--- src/hw/rtl/apm_pkg.sv ---
// Shared types and constants of the attitude PD mixer.
package apm_pkg;

    // Configuration register indexes
    localparam logic [2:0] REG_MODE_SELECT  = 3'd0;
    localparam logic [2:0] REG_STICK_CENTER = 3'd1;
    localparam logic [2:0] REG_STICK_GAIN   = 3'd2;
    localparam logic [2:0] REG_PROP_GAIN    = 3'd3;
    localparam logic [2:0] REG_RATE_GAIN    = 3'd4;
    localparam logic [2:0] REG_RUDDER_MIX   = 3'd5;
    localparam logic [2:0] REG_OUT_MID      = 3'd6;
    localparam logic [2:0] REG_OUT_MIN      = 3'd7;

    localparam int CFG_IDX_W  = 3;
    localparam int CFG_DATA_W = 16;

    // Reset values
    localparam logic [3:0]  RST_MODE_SELECT  = 4'hF;
    localparam logic [11:0] RST_STICK_CENTER = 12'd1500;
    localparam logic [15:0] RST_STICK_GAIN   = 16'd2560;
    localparam logic [15:0] RST_PROP_GAIN    = 16'd26;
    localparam logic [15:0] RST_RATE_GAIN    = 16'd5;
    localparam logic [7:0]  RST_RUDDER_MIX   = 8'd128;
    localparam logic [11:0] RST_OUT_MID      = 12'd1500;
    localparam logic [11:0] RST_OUT_MIN      = 12'd1000;

    // Mode codes
    localparam logic signed [3:0] SEL_BY_SWITCH = -4'sd1;
    localparam logic [2:0] MODE_MANUAL  = 3'd0;
    localparam logic [2:0] MODE_PD      = 3'd1;
    localparam logic [2:0] MODE_PD_LAST = 3'd5;
    localparam logic [2:0] MODE_BAD_SEL = 3'd7;

    localparam int DRIVE_LIMIT = 500;
    localparam int OUT_MAX     = 4095;

    typedef struct packed {
        logic [3:0]  mode_select;
        logic [11:0] stick_center;
        logic [15:0] stick_gain;
        logic [15:0] prop_gain;
        logic [15:0] rate_gain;
        logic [7:0]  rudder_mix;
        logic [11:0] out_mid;
        logic [11:0] out_min;
    } cfg_t;

endpackage

--- src/hw/rtl/apm_cfg_regs.sv ---
// Configuration register bank of the attitude PD mixer.
module apm_cfg_regs (
    input  logic                           aclk,
    input  logic                           aresetn,
    input  logic                           cfg_we,
    input  logic [apm_pkg::CFG_IDX_W-1:0]  cfg_addr,
    input  logic [apm_pkg::CFG_DATA_W-1:0] cfg_wdata,
    output apm_pkg::cfg_t                  cfg
);

    apm_pkg::cfg_t cfg_reg;

    always_ff @(posedge aclk) begin
        if (!aresetn) begin
            cfg_reg.mode_select  <= apm_pkg::RST_MODE_SELECT;
            cfg_reg.stick_center <= apm_pkg::RST_STICK_CENTER;
            cfg_reg.stick_gain   <= apm_pkg::RST_STICK_GAIN;
            cfg_reg.prop_gain    <= apm_pkg::RST_PROP_GAIN;
            cfg_reg.rate_gain    <= apm_pkg::RST_RATE_GAIN;
            cfg_reg.rudder_mix   <= apm_pkg::RST_RUDDER_MIX;
            cfg_reg.out_mid      <= apm_pkg::RST_OUT_MID;
            cfg_reg.out_min      <= apm_pkg::RST_OUT_MIN;
        end else if (cfg_we) begin
            case (cfg_addr)
                apm_pkg::REG_MODE_SELECT:  cfg_reg.mode_select  <= cfg_wdata[3:0];
                apm_pkg::REG_STICK_CENTER: cfg_reg.stick_center <= cfg_wdata[11:0];
                apm_pkg::REG_STICK_GAIN:   cfg_reg.stick_gain   <= cfg_wdata;
                apm_pkg::REG_PROP_GAIN:    cfg_reg.prop_gain    <= cfg_wdata;
                apm_pkg::REG_RATE_GAIN:    cfg_reg.rate_gain    <= cfg_wdata;
                apm_pkg::REG_RUDDER_MIX:   cfg_reg.rudder_mix   <= cfg_wdata[7:0];
                apm_pkg::REG_OUT_MID:      cfg_reg.out_mid      <= cfg_wdata[11:0];
                apm_pkg::REG_OUT_MIN:      cfg_reg.out_min      <= cfg_wdata[11:0];
                default: begin
                end
            endcase
        end
    end

    assign cfg = cfg_reg;

endmodule

--- config.mk ---
export PLATFORM = sky130hd
export DESIGN_NAME = apm_cfg_regs
export DESIGN_NICKNAME = d
export VERILOG_FILES = /design/src/hw/rtl/apm_pkg.sv /design/src/hw/rtl/apm_cfg_regs.sv
export SDC_FILE = /design/constraint.sdc
export NUM_CORES = 1
export LEC_CHECK = 0
export ABC_AREA = 0
export BUFFER_PORTS_ARGS = -buffer_cell sky130_fd_sc_hd__buf_2
export CORE_MARGIN = 3
export CORE_UTILIZATION = 25
export DETAILED_ROUTE_END_ITERATION = 8
export PLACE_DENSITY = 0.47
export SKIP_LAST_GASP = 1
export SLEW_MARGIN = 20
export SYNTH_ARGS = -nofsm -noshare
export SYNTH_HDL_FRONTEND = slang
export SYNTH_SLANG_ARGS = --single-unit
--- constraint.sdc ---
create_clock -name aclk -period 1.6 [get_ports aclk]
set_input_delay 0.32 -clock aclk [delete_from_list [all_inputs] [get_ports aclk]]
set_output_delay 0.32 -clock aclk [all_outputs]
set_load 0.005 [all_outputs]
==> metrics.md, run 1 <==
| Metric | Value |
|---|---|
| Run status | finished, final reports clean |
| Syn Nets | between 300 and 400 |
| ANT cells | 0 |
| CP startpoint kind | register |
| Largest register FFs | 96 |
| Post-Syn Area | 0.00376 mm² |
| Hold-fix buffers, CTS | 0 |
| Share of the synthesized area in the top cell type | 0.511 |
| Number of nets with antenna violations after routing | 0 |
| DP Cell Count | between 600 and 700 |
| Initial Util | 0.257 |
| PwrDens | just under 1000 mW/mm² |
| Grt met1 use | 0.157 |
| Layout Nets | 491 |
| Placed cell area | 0.00455 mm² |
| Minimum clock period | between 1 and 1.5 ns |
| Post-CTS Resized | 0 |
| Cells after Synth | roughly 360 |
| Net Sw Power | about 1100 µW |
| CTS max path bufs | 2 |
| Layout fillers | approximately 1,600 |
| Most common cell after layout, fill and taps aside | buf_2 |
| Max Slew Vio Count | 0 |
| Arr. time, crit path | 0.84 ns |
| Die area | 0.0166 mm² |
| # H-tree levels | 3 |
| Fin crit share | 0.724 |
| Rows | 44 |
| 1st-pass router iterations | 5 |
| Pre-CTS setup slack | between 0.1 and 0.15 ns |
| Vias in the first global route | 2,835 |
| Clock network power share | 0.406 |
| Final Util | 0.328 |
| Max stage delay on crit path | 0.37 ns |
| Vias per Instance | 4.27 |
| Flop pwr share | 0.519 |
| Origin of the critical flop-to-flop path | cfg[88] |
| CTS Sinks | 96 |
| Hold Startpoint | cfg_wdata[5] |
| Sw Ratio | 0.234 |
| Post-synth top area cell | dfxtp_1 |
| Seq. cell area | just under 0.002 mm² |
| Met2 Use GR | 0.202 |
| Crit path kind | reg -> out |
| Netlist cell types | 17 |
| Worst path cell trace | buf_2 |
| Internal | 3650 µW |
| DR vias | roughly 2,800 |
| Final Hold Fails | 0 |
| Grt met3 use | 0.0519 |
| Register area share after synthesis | 0.511 |
| Combinational share of power | 0.075 |
| Hold WC Path Type | in -> reg |
| # setup viols final | 0 |
| GRT Max-Usage Layer | met2 |
| Worst Path Buf+Inv | 1 |
| Peak VDD IR | 0.000464 V |
| RSZ-0062 raised after global routing | false |
| Sum of negative setup slack | 0 ns |
| CP max stage cell | dfxtp_1 |
| Worst slew pin tran | 0.421 ns |
| Die Y | 129 µm |
| Clock slew at reported path FFs | roughly 0.07 ns |
| Chip width | about 130 µm |
| Post-CTS setup buffers | 0 |
| Most frequent cells in the layout | buf_2, mux2i_1, dfxtp_1 |
| Routability congestion estimate | 0.710 |
| Worst setup margin | approximately 0.44 ns |
| CTS tree | built |
| Port Buffers | 117 |
| Synthesized area per cell | 10.5 µm² |
| Share of cells above drive strength 1 | 0.307 |
| Top cells by area, synth | dfxtp_1, mux2i_1, nand2_1, nor2b_1, buf_2 |
| Area of the multi-input gates | 0.00166 mm² |
| Grt ovf | 0 |
| Worst setup startpoint | cfg[11] |
| I/O pin count | ~120 |
| Post-route cell area | between 0.004 and 0.005 mm² |
| FF-to-FF setup slack | 0.96 ns |
| CP delay by family, top | flip-flops |
| Total wire length | 10,400 µm |
| Yosys reg bits | 96 |
| DR WL/cell | 15.8 µm |
| Antenna violations before repair | 0 |
| DRC | 0 |
| Crit. End Element | output port |
| Largest net degree at the start of global routing | 38 |
| Synth warn | 0 |
| DRT iter0 DRCs | 104 |
| Critical path required time | 1.28 ns |
| Clock skew | 0 ns |
| Non-Filler Instances | 657 |
| Critical path peak fanout | 2 |
| Hpwl dp | 7520 µm |
| Slew headroom | 0.719 |
| CTS Buf Count | 9 |
| Worst skew pair latency | 0.34 ns |
| CTS root buf | clkbuf_16 |
| GRT Util Overall | 0.127 |
| Area grow syn2layout | 27.7% |
| LEAKAGE | 0.00236 µW |
| Core Box Area | 0.0146 mm² |
| First-pass GRT wire length | 15,900 µm |
| Fmax | 863 MHz |
| Max-cap violations | 0 |
## worst paths after layout
check | to | depth (start not counted)
setup / recovery | cfg[11] | 1
hold / removal | cfg[5] | 3
setup reg to reg | cfg[88] | 2
hold reg to reg | cfg[70] | 2
## per-layer routing
metal | routed length [µm] | up-vias | part of all wire
li1 | - | 1402 | -
met1 | 4760 | 1322 | 0.46
met2 | 4830 | 75 | 0.46
met3 | 697 | 9 | 0.067
met4 | 113 | 0 | 0.011
met5 | 0 | - | 0
## power by group through the flow
stage / Combinational, µW / Sequential [µW] / Clock [µW]
detailed placement: 366 / 2530 / 0
CTS: 368 / 2470 / 2020
floorplan: 205 / 2530 / 0
finish: 357 / 2470 / 1930
global placement: 362 / 2520 / 0
global route: 395 / 2480 / 2110
## layout make-up
type                            count  area share
Timing Repair Buffer              131       0.152
Sequential cell                    96       0.400
Multi-Input combinational cell    231       0.346
Tap cell                          184      0.0479
Clock inverter                      3     0.00417
Clock buffer                       12      0.0492
## logic make-up (layout without fill, tap and decap cells)
| logic type | Yosys count | after routing | share of synthesized area |
|---|---|---|---|
| flip-flops | 96 | 96 | 0.511 |
| multiplexers | 96 | 96 | 0.255 |
| AND/OR/NAND/NOR | 135 | 135 | 0.187 |
| buffers and inverters | 30 | 146 | 0.0469 |
## through the flow
step / power [µW] / hold WS [ns]
3_5_place_dp: 2890 / 0.444
2_1_floorplan: 2730 / 0.451
5_1_grt: 4980 / 0.263
4_1_cts: 4860 / 0.244
6_report: 4760 / 0.255
3_3_place_gp: 2890 / 0.443
## cells in the mapped netlist, drive strengths merged
library cell and n:
and4b 2, and4bb 2, buf 25, clkbuf 5, dfxtp 96, mux2i 96, nand2 80, nand4 1
nand4b 3, nand4bb 2, nor2b 44, or4b 1
Power figures use the tool's default switching activity.
==> inputs of run 2 (changes only) <==
--- a/config.mk
+++ b/config.mk
@@ -5,7 +5,7 @@
 export SDC_FILE = /design/constraint.sdc
 export NUM_CORES = 1
 export LEC_CHECK = 0
-export ABC_AREA = 0
+export ABC_AREA = 1
 export BUFFER_PORTS_ARGS = -buffer_cell sky130_fd_sc_hd__buf_2
 export CORE_MARGIN = 3
 export CORE_UTILIZATION = 25
==> constraint.sdc (replaced) <==
create_clock -name aclk -period 1.1 [get_ports aclk]
set_input_delay 0.22 -clock aclk [delete_from_list [all_inputs] [get_ports aclk]]
set_output_delay 0.22 -clock aclk [all_outputs]
set_load 0.005 [all_outputs]
==> metrics.md, run 2 <==
| Metric | Value |
|---|---|
| DP Cell Count | 824 |
| Mux contribution to synthesized area | 0 |
| Clock skew | 0 ns |
| Ys flop type | dfxtp_1 |
| CTS max path bufs | 2 |
| Sum of negative setup slack | 0 ns |
| Clock slew at reported path FFs | ~0.070 ns |
| Port Buffers | 117 |
| CTS Buf Count | 9 |
| CTS root buf | clkbuf_16 |
| Die Y | 128 µm |
| Rows | 43 |
| Peak VDD IR | 0.000850 V |
| Worst path cell trace | buf_2 |
| DRC | 0 |
| Post-synthesis simple-gate area fraction | 0.421 |
| Top cells by area, synth | dfxtp_1, nand2_1, nor2_1, nand3_1, inv_1 |
| Fin crit share | 0.980 |
| Post-synth EDFFs | 0 |
| Final Hold Fails | 0 |
| Chip width | between 100 and 150 µm |
| Slew headroom | 0.628 |
| Antenna violations before repair | 1 |
| Grt ovf | 0 |
| Hold WC Path Type | in -> reg |
| Initial Util | 0.262 |
| Minimum clock period | 1.08 ns |
| Max stage delay on crit path | 0.37 ns |
| Netlist cell types | 14 |
| Internal | ~6300 µW |
| Overall Power | between 8000 and 9000 µW |
| Number of nets with antenna violations after routing | 0 |
| Yosys reg bits | 96 |
| Worst skew pair latency | 0.34 ns |
| PwrDens | 1600 mW/mm² |
| Largest family of logic cells by synthesized area | simple AND/OR/NAND/NOR gates |
| Register area share after synthesis | 0.516 |
| CP delay by family, top | flip-flops |
| Crit. End Element | output port |
| Fmax | 928 MHz |
| CTS Sinks | 96 |
| Most frequent cell after synthesis | nand2_1 |
| Routability congestion estimate | 0.788 |
| Layout Nets | 677 |
| CTS tree | built |
| Most common cell after layout, fill and taps aside | nand2_1 |
| Net Sw Power | 1920 µW |
| Cells after Synth | about 520 |
| Flop pwr share | 0.447 |
| DRT iter0 DRCs | roughly 260 |
| # H-tree levels | 3 |
| Total wire length | 12,600 µm |
| Run status | finished, final reports clean |
| Critical path peak fanout | 2 |
| Sw Ratio | 0.234 |
| Most frequent cells in the layout | nand2_1, nor2_1, buf_2 |
| Largest register FFs | 96 |
| Max-cap violations | 0 |
| Non-Filler Instances | 840 |
| Critical path required time | a little under 0.9 ns |
| Worst Path Buf+Inv | 1 |
| XOR/XNOR Fraction of Synth Area | 0 |
| Post-synth ARST share | 0 |
| Synthesized-area fraction occupied by adder cells | 0 |
| Worst slew pin tran | 0.557 ns |
| Core Box Area | roughly 0.014 mm² |
| Post-synth top area cell | dfxtp_1 |
| Largest net degree at the start of global routing | 34 |
| Post-synth top cells | nand2_1, nor2_1, dfxtp_1 |
| Hpwl dp | 9320 µm |
| CP startpoint kind | register |
| Die area | 0.0164 mm² |
| Area grow syn2layout | 37.2% |
| Vias in the first global route | 3,677 |
| LEAKAGE | 0.00251 µW |
| RSZ-0062 raised after global routing | true |
| Syn Nets | between 500 and 600 |
| Synth warn | 0 |
| First-pass GRT wire length | 19,800 µm |
| Clock network power share | 0.449 |
| # setup viols final | 0 |
| Crit path kind | reg -> out |
| DR WL/cell | 15.0 µm |
| Share of the synthesized area in the top cell type | 0.516 |
| Post-Syn Area | 0.00372 mm² |
| Arr. time, crit path | 0.86 ns |
| DR vias | 3,750 |
| CP max stage cell | dfxtp_1 |
| Synthesized area per cell | 7.14 µm² |
| Max Slew Vio Count | 0 |
| Combinational share of power | 0.103 |
| ANT cells | 0 |
| I/O pin count | between 100 and 150 |
| Vias per Instance | between 4 and 5 |
| GRT Util Overall | 0.158 |
| 1st-pass router iterations | 4 |
| Post-synthesis compound-gate area fraction | 0.00134 |
| Share of cells above drive strength 1 | 0.271 |
run 2: area by class of cell:
class                   instances  area (µm²)
clock inverters                 5         103
fillers                      1568        9090
flip-flops and latches         96        1930
inverters                      23        86.3
well taps                     180         225
repair buffers                149         938
multi-input cells             376        1580
clock buffers                  11         253
run 2: through the flow:
stage                     hold slack, ns  utilization  instance area, µm²  setup slack [ns]
final                             0.0958        0.360                5110            0.0222
after global routing               0.105        0.360                5110          -0.00386
after CTS                         0.0884        0.359                5100            0.0132
after detailed placement           0.445        0.334                4740            -0.386
after global placement             0.440        0.334                4740            -0.339
after floorplan                    0.333            -                3720            0.0910
run 2: cells by family after synthesis:
kind of cell           after synthesis
AND/OR/NAND/NOR                    375
flip-flops                          96
buffers and inverters               50
AO/OA/AOI/OAI                        1
run 2: final timing paths:
kind                      start       to  slack, ns  depth (start not counted)
setup reg to reg        cfg[21]  cfg[21]       0.51                          2
hold reg to reg         cfg[51]  cfg[51]       0.46                          2
hold / removal    cfg_wdata[11]  cfg[75]        0.1                          3
setup / recovery        cfg[55]  cfg[55]       0.02                          1
run 2: timing repair:
item / CTS / global route
endpoints found under the setup margin: 7 / 16
resized for setup: 1 / 5
pin swaps: 0 / 0
buffers inserted: 0 / 0
hold buffers: 0 / 0
run 2: layer usage:
| metal | vias up | wire length, µm | track usage |
|---|---|---|---|
| met1 | 1728 | 5740 | 0.202 |
| met4 | 2 | 141 | 0.0487 |
| li1 | 1893 | - | - |
| met3 | 12 | 976 | 0.0496 |
| met2 | 115 | 5730 | 0.253 |
| met5 | - | 7 | 0 |
run 2: power groups by stage:
stage,Combinational (µW),Clock [µW],Sequential [µW]
after floorplan,411,0,3750
after global placement,846,0,3750
after detailed placement,856,0,3750
after CTS,859,3770,3670
after global routing,950,3910,3680
final,845,3690,3670
